**config.mk**
```make
export PLATFORM = sky130hd
export DESIGN_NAME = sorted_insert_buffer
export DESIGN_NICKNAME = d
export VERILOG_FILES = /design/src/sib_pkg.sv /design/src/sorted_insert_buffer.sv /design/src/sib_ctrl.sv /design/src/sib_dp.sv
export SDC_FILE = /design/constraint.sdc
export NUM_CORES = 2
export LEC_CHECK = 0
export BUFFER_PORTS_ARGS = -buffer_cell sky130_fd_sc_hd__buf_2
export CORE_MARGIN = 3
export CORE_UTILIZATION = 40
export DETAILED_ROUTE_END_ITERATION = 8
export PLACE_DENSITY = 0.69
export SLEW_MARGIN = 5
export SYNTH_ARGS = -nofsm -noshare
export SYNTH_HDL_FRONTEND = slang
export SYNTH_SLANG_ARGS = --single-unit
export TNS_END_PERCENT = 20
```
**constraint.sdc**
```tcl
create_clock -name clk -period 5.4 [get_ports clk]
set_input_delay 0.81 -clock clk [delete_from_list [all_inputs] [get_ports clk]]
set_output_delay 0.81 -clock clk [all_outputs]
set_load 0.01 [all_outputs]
```
**src/sib_pkg.sv**
```systemverilog
// shared types and constants of the sorted insert buffer
`default_nettype none

package sib_pkg;

  localparam int unsigned WORD_W = 32;

  // controller states, one-hot
  typedef enum logic [1:0] {
    ST_IDLE  = 2'b01,
    ST_DRAIN = 2'b10
  } state_t;

  // controller to datapath commands
  typedef struct packed {
    logic ins_en;
    logic pop_en;
  } cmd_t;

  // datapath to controller status
  typedef struct packed {
    logic one_left;
    logic out_valid;
  } sts_t;

endpackage

`default_nettype wire

```
**src/sorted_insert_buffer.sv**
```systemverilog
// Sorted insert buffer: keeps up to DEPTH signed 32-bit values in ascending
// order in a row of compare-and-shift cells. While filling, one word is
// accepted per cycle; each is placed just before the first stored value
// that is strictly greater, so equal values keep arrival order. A word
// arriving while the row is full is dropped and sets a sticky overflow flag.
// The word marked with tlast is inserted like any other and then starts the
// readout: N stored values leave in ascending order, one per cycle while
// out_tready is high, the final one with tlast and all of them with the
// overflow flag in tuser. in_tready is low from the edge that takes the last
// word until the final value has moved into the output register. The single
// cell row either takes one insert or, while out_tready is high, shifts out
// one value per cycle. Store and flag are empty again after the readout.
`default_nettype none

module sorted_insert_buffer #(
  parameter int unsigned DEPTH = 32
) (
  input  wire logic        clk,
  input  wire logic        rst_n,
  input  wire logic        in_tvalid,
  output logic             in_tready,
  input  wire logic [31:0] in_tdata,   // [31:0] value
  input  wire logic        in_tlast,   // last_in
  output logic             out_tvalid,
  input  wire logic        out_tready,
  output logic [31:0]      out_tdata,  // [31:0] sorted_value
  output logic             out_tlast,  // last_out
  output logic [0:0]       out_tuser   // [0] overflow
);
  import sib_pkg::*;

  cmd_t cmd;
  sts_t sts;
  logic ovf;

  sib_ctrl u_ctrl (
    .clk        (clk),
    .rst_n      (rst_n),
    .in_tvalid  (in_tvalid),
    .in_tlast   (in_tlast),
    .in_tready  (in_tready),
    .out_tready (out_tready),
    .sts        (sts),
    .cmd        (cmd)
  );

  sib_dp #(
    .DEPTH (DEPTH)
  ) u_dp (
    .clk        (clk),
    .rst_n      (rst_n),
    .in_value   (in_tdata),
    .cmd        (cmd),
    .out_tready (out_tready),
    .out_value  (out_tdata),
    .out_last   (out_tlast),
    .out_ovf    (ovf),
    .sts        (sts)
  );

  assign out_tvalid   = sts.out_valid;
  assign out_tuser[0] = ovf;

endmodule

`default_nettype wire

```
**src/sib_ctrl.sv**
```systemverilog
// controller state machine: fill phase and readout phase
`default_nettype none

module sib_ctrl (
  input  wire logic          clk,
  input  wire logic          rst_n,
  input  wire logic          in_tvalid,
  input  wire logic          in_tlast,
  output logic               in_tready,
  input  wire logic          out_tready,
  input  wire sib_pkg::sts_t sts,
  output sib_pkg::cmd_t      cmd
);
  import sib_pkg::*;

  state_t state_r;
  state_t state_nxt;

  // handshake and commands
  always_comb begin
    in_tready  = (state_r == ST_IDLE);
    cmd.ins_en = (state_r == ST_IDLE) && in_tvalid;
    cmd.pop_en = (state_r == ST_DRAIN) && (!sts.out_valid || out_tready);
  end

  // next state
  always_comb begin
    state_nxt = state_r;
    case (state_r)
      ST_IDLE: begin
        if (cmd.ins_en && in_tlast) begin
          state_nxt = ST_DRAIN;
        end
      end
      ST_DRAIN: begin
        if (cmd.pop_en && sts.one_left) begin
          state_nxt = ST_IDLE;
        end
      end
      default: begin
        state_nxt = ST_IDLE;
      end
    endcase
  end

  always_ff @(posedge clk) begin
    if (!rst_n) begin
      state_r <= ST_IDLE;
    end else begin
      state_r <= state_nxt;
    end
  end

endmodule

`default_nettype wire

```
**src/sib_dp.sv**
```systemverilog
// datapath: row of compare-and-shift cells, counters and output register
`default_nettype none

module sib_dp #(
  parameter int unsigned DEPTH = 32
) (
  input  wire logic                       clk,
  input  wire logic                       rst_n,
  input  wire logic [sib_pkg::WORD_W-1:0] in_value,
  input  wire sib_pkg::cmd_t              cmd,
  input  wire logic                       out_tready,
  output logic [sib_pkg::WORD_W-1:0]      out_value,
  output logic                            out_last,
  output logic                            out_ovf,
  output sib_pkg::sts_t                   sts
);
  import sib_pkg::*;

  localparam int unsigned CNT_W = $clog2(DEPTH + 1);

  logic [WORD_W-1:0] store_r   [DEPTH];
  logic [WORD_W-1:0] store_nxt [DEPTH];
  logic [DEPTH-1:0]  occ;
  logic [DEPTH-1:0]  gt;
  logic [CNT_W-1:0]  count_r;
  logic              flag_r;
  logic              full;
  logic [WORD_W-1:0] out_value_r;
  logic              out_last_r;
  logic              out_ovf_r;
  logic              out_valid_r;

  assign full         = (count_r == CNT_W'(DEPTH));
  assign sts.one_left  = (count_r == CNT_W'(1));
  assign sts.out_valid = out_valid_r;

  // per-cell compare, shift and place
  for (genvar k = 0; k < DEPTH; k++) begin : g_cell
    logic shift;
    logic place;

    assign occ[k] = (CNT_W'(k) < count_r);
    assign gt[k]  = occ[k] && ($signed(store_r[k]) > $signed(in_value));

    if (k == 0) begin : g_first
      assign shift = 1'b0;
    end else begin : g_rest
      // cell moves up when the insert point lies below it
      assign shift = gt[k-1] || !occ[k-1];
    end

    // first cell that is greater, or the first free one
    assign place = (gt[k] || !occ[k]) && !shift;

    always_comb begin
      store_nxt[k] = store_r[k];
      if (cmd.ins_en && !full) begin
        if (shift) begin
          store_nxt[k] = (k == 0) ? in_value : store_r[(k == 0) ? 0 : k-1];
        end else if (place) begin
          store_nxt[k] = in_value;
        end
      end else if (cmd.pop_en) begin
        if (k < DEPTH - 1) begin
          store_nxt[k] = store_r[(k < DEPTH - 1) ? k+1 : k];
        end
      end
    end

    always_ff @(posedge clk) begin
      store_r[k] <= store_nxt[k];
    end
  end

  // entry count and sticky drop flag
  always_ff @(posedge clk) begin
    if (!rst_n) begin
      count_r <= '0;
      flag_r  <= 1'b0;
    end else if (cmd.ins_en) begin
      if (full) begin
        flag_r <= 1'b1;
      end else begin
        count_r <= count_r + CNT_W'(1);
      end
    end else if (cmd.pop_en) begin
      count_r <= count_r - CNT_W'(1);
      if (sts.one_left) begin
        flag_r <= 1'b0;
      end
    end
  end

  // output word register
  always_ff @(posedge clk) begin
    if (!rst_n) begin
      out_valid_r <= 1'b0;
    end else if (cmd.pop_en) begin
      out_valid_r <= 1'b1;
    end else if (out_tready) begin
      out_valid_r <= 1'b0;
    end
  end

  always_ff @(posedge clk) begin
    if (cmd.pop_en) begin
      out_value_r <= store_r[0];
      out_last_r  <= sts.one_left;
      out_ovf_r   <= flag_r;
    end
  end

  assign out_value = out_value_r;
  assign out_last  = out_last_r;
  assign out_ovf   = out_ovf_r;

endmodule

`default_nettype wire

```
* Word-level counts from Yosys, hierarchy flattened
Memories as Yosys holds them, arrays and structs flattened. Index checks and enable logic that the tools add are counted. W data, S select, Z words.
Operators by class: add/subtract/negate cells 2, magnitude comparators 64, equality and inequality tests 8, multiplexer cells 138, reduce and logical (&&, ||, !) cells 172
Operator list (number):
- $mux W32 | 126
- $gt A32 B32 Y1 | 32
- $lt A5 B6 Y1 const A | 16
- $logic_and A1 B1 Y1 | 68
- $logic_not A1 Y1 | 65
- $lt A4 B6 Y1 const A | 8
- $logic_or A1 B1 Y1 | 33
- $lt A3 B6 Y1 const A | 4
- $mux W6 | 3
- $lt A1 B6 Y1 const A | 2
- $lt A2 B6 Y1 const A | 2
- $add A6 B1 Y6 const B | 1
- $eq A6 B1 Y1 const B | 1
- $eq A6 B6 Y1 const B | 1
- $mux W1 | 6
- $reduce_bool A2 Y1 | 3
- $sub A6 B1 Y6 const B | 1
- $mux W2 | 2
- $ne A2 B1 Y1 const B | 2
- $ne A2 B2 Y1 const B | 2
- $pmux W2 S2 | 1
- $reduce_and A2 Y1 | 2
- $reduce_and A3 Y1 | 1
- $eq A2 B1 Y1 const B | 1
- $eq A2 B2 Y1 const B | 1
Word-level totals: bits in registers 44, RAM bits 1024, logic and storage cells 392, memories 1
Memories:
- u_dp.store_r | words 32, bits a word 32, rd ports 32, clocked after memory_dff 0, write ports 32, line sib_dp.sv:21 | logic [WORD_W-1:0] store_r [DEPTH];

* Depth between registers and ports, before layout
An unclocked memory read counts as a cell.
depth in word-level cells 9, gate-level depth with buffers 12, gate-level depth less buffers 10

* Cells and area by module
From an unflattened synthesis, not the netlist that was laid out.
Unflattened totals: cells, all modules 7820, area total of the unflattened synthesis 77760.8 um^2
By module, submodules not included:
- sib_dp | times used 1, cells an instance 7809, area an instance 77654.5 um^2, sequential area each 31930.6 um^2
- sib_ctrl | times used 1, cells an instance 11, area an instance 106.4 um^2, sequential area each 40.0 um^2

* Worst setup path before layout
Ideal clock, no wire load.
path type input to register, start point input out_tready, end point memory u_dp.store_r[17][0], in the netlist u_dp.store_r[2][32] (enable), setup time 0.441 ns, arrival time 5.009 ns, required time 4.959 ns, slack -0.049 ns, cell stages on the path 5, cell sequence nand2b_1 > nor2b_1 > nor2_1 > clkbuf_1 > a31oi_1
RTL lines:
- start, declared | line sorted_insert_buffer.sv:25 | input wire logic out_tready,
- end, declared | line sib_dp.sv:21

==> flow_summary.json <==
{
  "timing.final.ws_setup_ps": 1240,
  "die_x_um": 437,
  "cp.required_ps": 5850,
  "cts_tree": "done",
  "synth_top_cell_area_share_pct": 42.7,
  "cp.arrival_ps": 4610,
  "crit_fanout": 65,
  "grt_pass1_vias": 63800,
  "crit_buf_inv": 5,
  "grtUsageTotal_pct": 30.2,
  "netlist_area_um2": 74500,
  "synthArstFlopShare_pct": 0,
  "finClkSkew_ps": 33.0,
  "yosysMostFrequentCell": "nand2_1",
  "slew_headroom_pct": 29.8,
  "port_buffers": 72,
  "slowest_delay_ps": 690,
  "grt_max_degree": 211,
  "initial_core_util_pct": 40.5,
  "synth_area_leader_cell": "edfxtp_1",
  "place_ws_ps": 597,
  "ys_seq_area_share_pct": 42.9,
  "period_share_pct": 77.0,
  "pin_count": 73,
  "grt_pass1_wl_um": 433000,
  "drt_iter0_drc": 9831,
  "drc": 0,
  "setup_viol": 0,
  "core_um2": 184000,
  "hold_viol_final": 0,
  "antenna_found_initial": 12,
  "drive_gt1_share_pct": 9.35,
  "max_freq_ghz": 0.241,
  "leakage_uw": 0.0319,
  "cts_setup_buffers": 0,
  "ir_worst_vdd_mv": 0.345,
  "yosys-top-cells-count": "nand2_1, edfxtp_1, ha_1, nand3_1, o211ai_1",
  "powerDensity_nw_per_um2": 388,
  "synth-main-ff-cell": "edfxtp_1",
  "syn2layout_area_growth_pct": 11.2,
  "status": "finished, final reports clean",
  "critPathLaunchType": "primary input",
  "hold_path_class": "in2reg",
  "worst-slew-pin-transition_ps": 1040,
  "wl_um": 299000,
  "tns_ps": 0,
  "synth_cells": 7494,
  "nFillCells": 17100,
  "critPathTopFamily": "buffers and inverters",
  "syn_avg_cell_area_um2": 9.94,
  "syn_nets": 8558,
  "clockBufferDepth": 3,
  "rsz0062_at_grt": "no",
  "ys_warn_count": 0,
  "gr-total-overflow": 0,
  "ctsRootBufferMaster": "clkbuf_16",
  "gp_congestion": 0.993,
  "cpMostUsedCell": "buf_4",
  "antenna_left": 0,
  "maxCapViolations": 0,
  "maxSlewViolCount": 0,
  "period_needed_ps": 4160,
  "htree_num_levels": 4,
  "post_drt_wl_per_cell_um": 30.0,
  "synth_area_leaders": "edfxtp_1, ha_1, o211ai_1",
  "rows": 157,
  "clock_latency_ps": 830,
  "cts_sinks": 1068,
  "fp.dieH_um": 437,
  "clk_pin_slew_ps": 60,
  "path_cells": "buf_2 > inv_2 > buf_4 > ha_1 > nand4_1 > nor4_1 > o311a_1 > o21ai_0 > o211ai_1 > buf_4 > nor3_1 > nor2_2 > buf_4",
  "cts_buffers": 131,
  "synth-seq-cells": 1068,
  "worstSetupPathType": "in2reg",
  "ctsResizeCount": 0,
  "hold_buffers": 0,
  "dp.final_hpwl_um": 212000,
  "netlist-cell-type-count": 66,
  "dieArea_um2": 191000,
  "viasPerCell": 6.74,
  "dr_total_vias": 67300,
  "nets": 8486,
  "synth-edff-count": 1058,
  "end_kind": "register",
  "worst_path_max_delay_cell": "nor4_1",
  "drt_pass1_iterations": 8
}
-- layout make-up --
class	count	area (um^2)	share of cell area, %
Inverter	112	420	0.508
Multi-Input combinational cell	5793	40300	48.7
Sequential cell	1068	32000	38.6
Antenna cell	3	7.51	0.00907
Tap cell	2464	3080	3.72
Timing Repair Buffer	316	2740	3.31
Clock buffer	153	3380	4.08
Clock inverter	76	837	1.01
-- tightest hold or removal path: cells and delay by family --
| family | cells | cell delay, ps |
|---|---|---|
| compound gates | 1 | 80 |
| simple gates | 1 | 110 |
| buf+inv | 1 | 70 |
-- final timing paths --
check	startpoint	endpoint	slack, ps	cells past startpoint
hold / removal	out_tready	u_dp.out_valid_r	310	3
hold reg to reg	u_dp.flag_r	u_dp.out_ovf	430	0
setup reg to reg	u_dp.store_r[0][31]	u_dp.store_r[0][11]	1480	9
setup / recovery	in_tdata[29]	u_dp.store_r[1][232]	1240	13
-- through the flow --
| stage | instances | util [%] | hold slack (ps) | power (uW) | cell area [um^2] |
|---|---|---|---|---|---|
| after CTS | 9982 | 45.0 | 257 | 31800 | 82800 |
| after global placement | 9753 | 42.7 | 422 | 22500 | 78500 |
| after floorplan | 7494 | - | 408 | 19000 | 74500 |
| final | 9985 | 45.0 | 314 | 32100 | 82800 |
| after detailed placement | 9753 | 42.7 | 422 | 22900 | 78600 |
| after global routing | 9983 | 45.0 | 296 | 33500 | 82800 |
-- flip-flops by register name, indices dropped and copies added, names as in the netlist --
signal / cells
u_dp.count_r: 6
u_dp.flag_r: 1
u_dp.out_last: 1
u_dp.out_valid_r: 1
u_dp.out_value: 32
u_dp.out_ovf: 1
u_dp.store_r: 1024
u_ctrl.state_r: 2
-- placed cells by master, fill, tap and decap left out, types with 17 or more instances in the layout --
cell	synthesis	layout
nor3_1	27	27
a21boi_0	52	52
a2111o_1	20	20
mux2_2	32	32
inv_1	112	81
nor2b_1	37	36
nand3_1	929	920
o211ai_2	43	42
nand2b_1	18	18
inv_2	0	31
clkbuf_1	382	20
buf_12	0	44
o21ai_0	100	100
o211ai_1	813	813
clkinv_1	0	30
o21a_1	36	36
a31oi_1	33	29
ha_1	1027	1027
buf_4	0	200
buf_2	47	72
o221ai_1	23	23
a221o_1	97	97
nor2_1	223	200
a211oi_1	18	18
o311a_1	21	21
nor2_2	0	17
a21o_1	69	69
nand4_1	279	279
nand2_2	0	32
clkinv_2	0	19
mux2i_1	33	33
nor4_1	28	26
clkbuf_16	0	131
nand2_1	1121	1088
o31a_1	24	23
edfxtp_1	1058	1058
a21oi_1	567	563
-- power by group --
part | total (uW) | leakage [uW] | switching, uW | internal [uW]
combinational | 9800 | 0.0194 | 6350 | 3450
clock | 8940 | 0.00205 | 3960 | 4980
sequential | 13400 | 0.0104 | 2010 | 11400
total | 32100 | 0.0319 | 12300 | 19800
-- metal layers --
metal  GRT usage (%)  share of wire (%)  wire, um  vias up
li1                -                  -         -    29200
met1            40.3                 39    116000    32400
met2            44.7                 42    126000     4669
met3            7.37                 12     37000     1012
met4            17.1                6.8     20200        8
met5               0              0.020        59        -
-- kinds of logic after synthesis --
logic type	share of synthesized area (%)
AO/OA/AOI/OAI	18.6
XOR/XNOR	0.0353
adder cells (fa/ha/maj)	17.3
buffers and inverters	3.39
flip-flops	42.9
multiplexers	0.927
AND/OR/NAND/NOR	16.9
No activity file was read; power rests on OpenSTA's default activity.
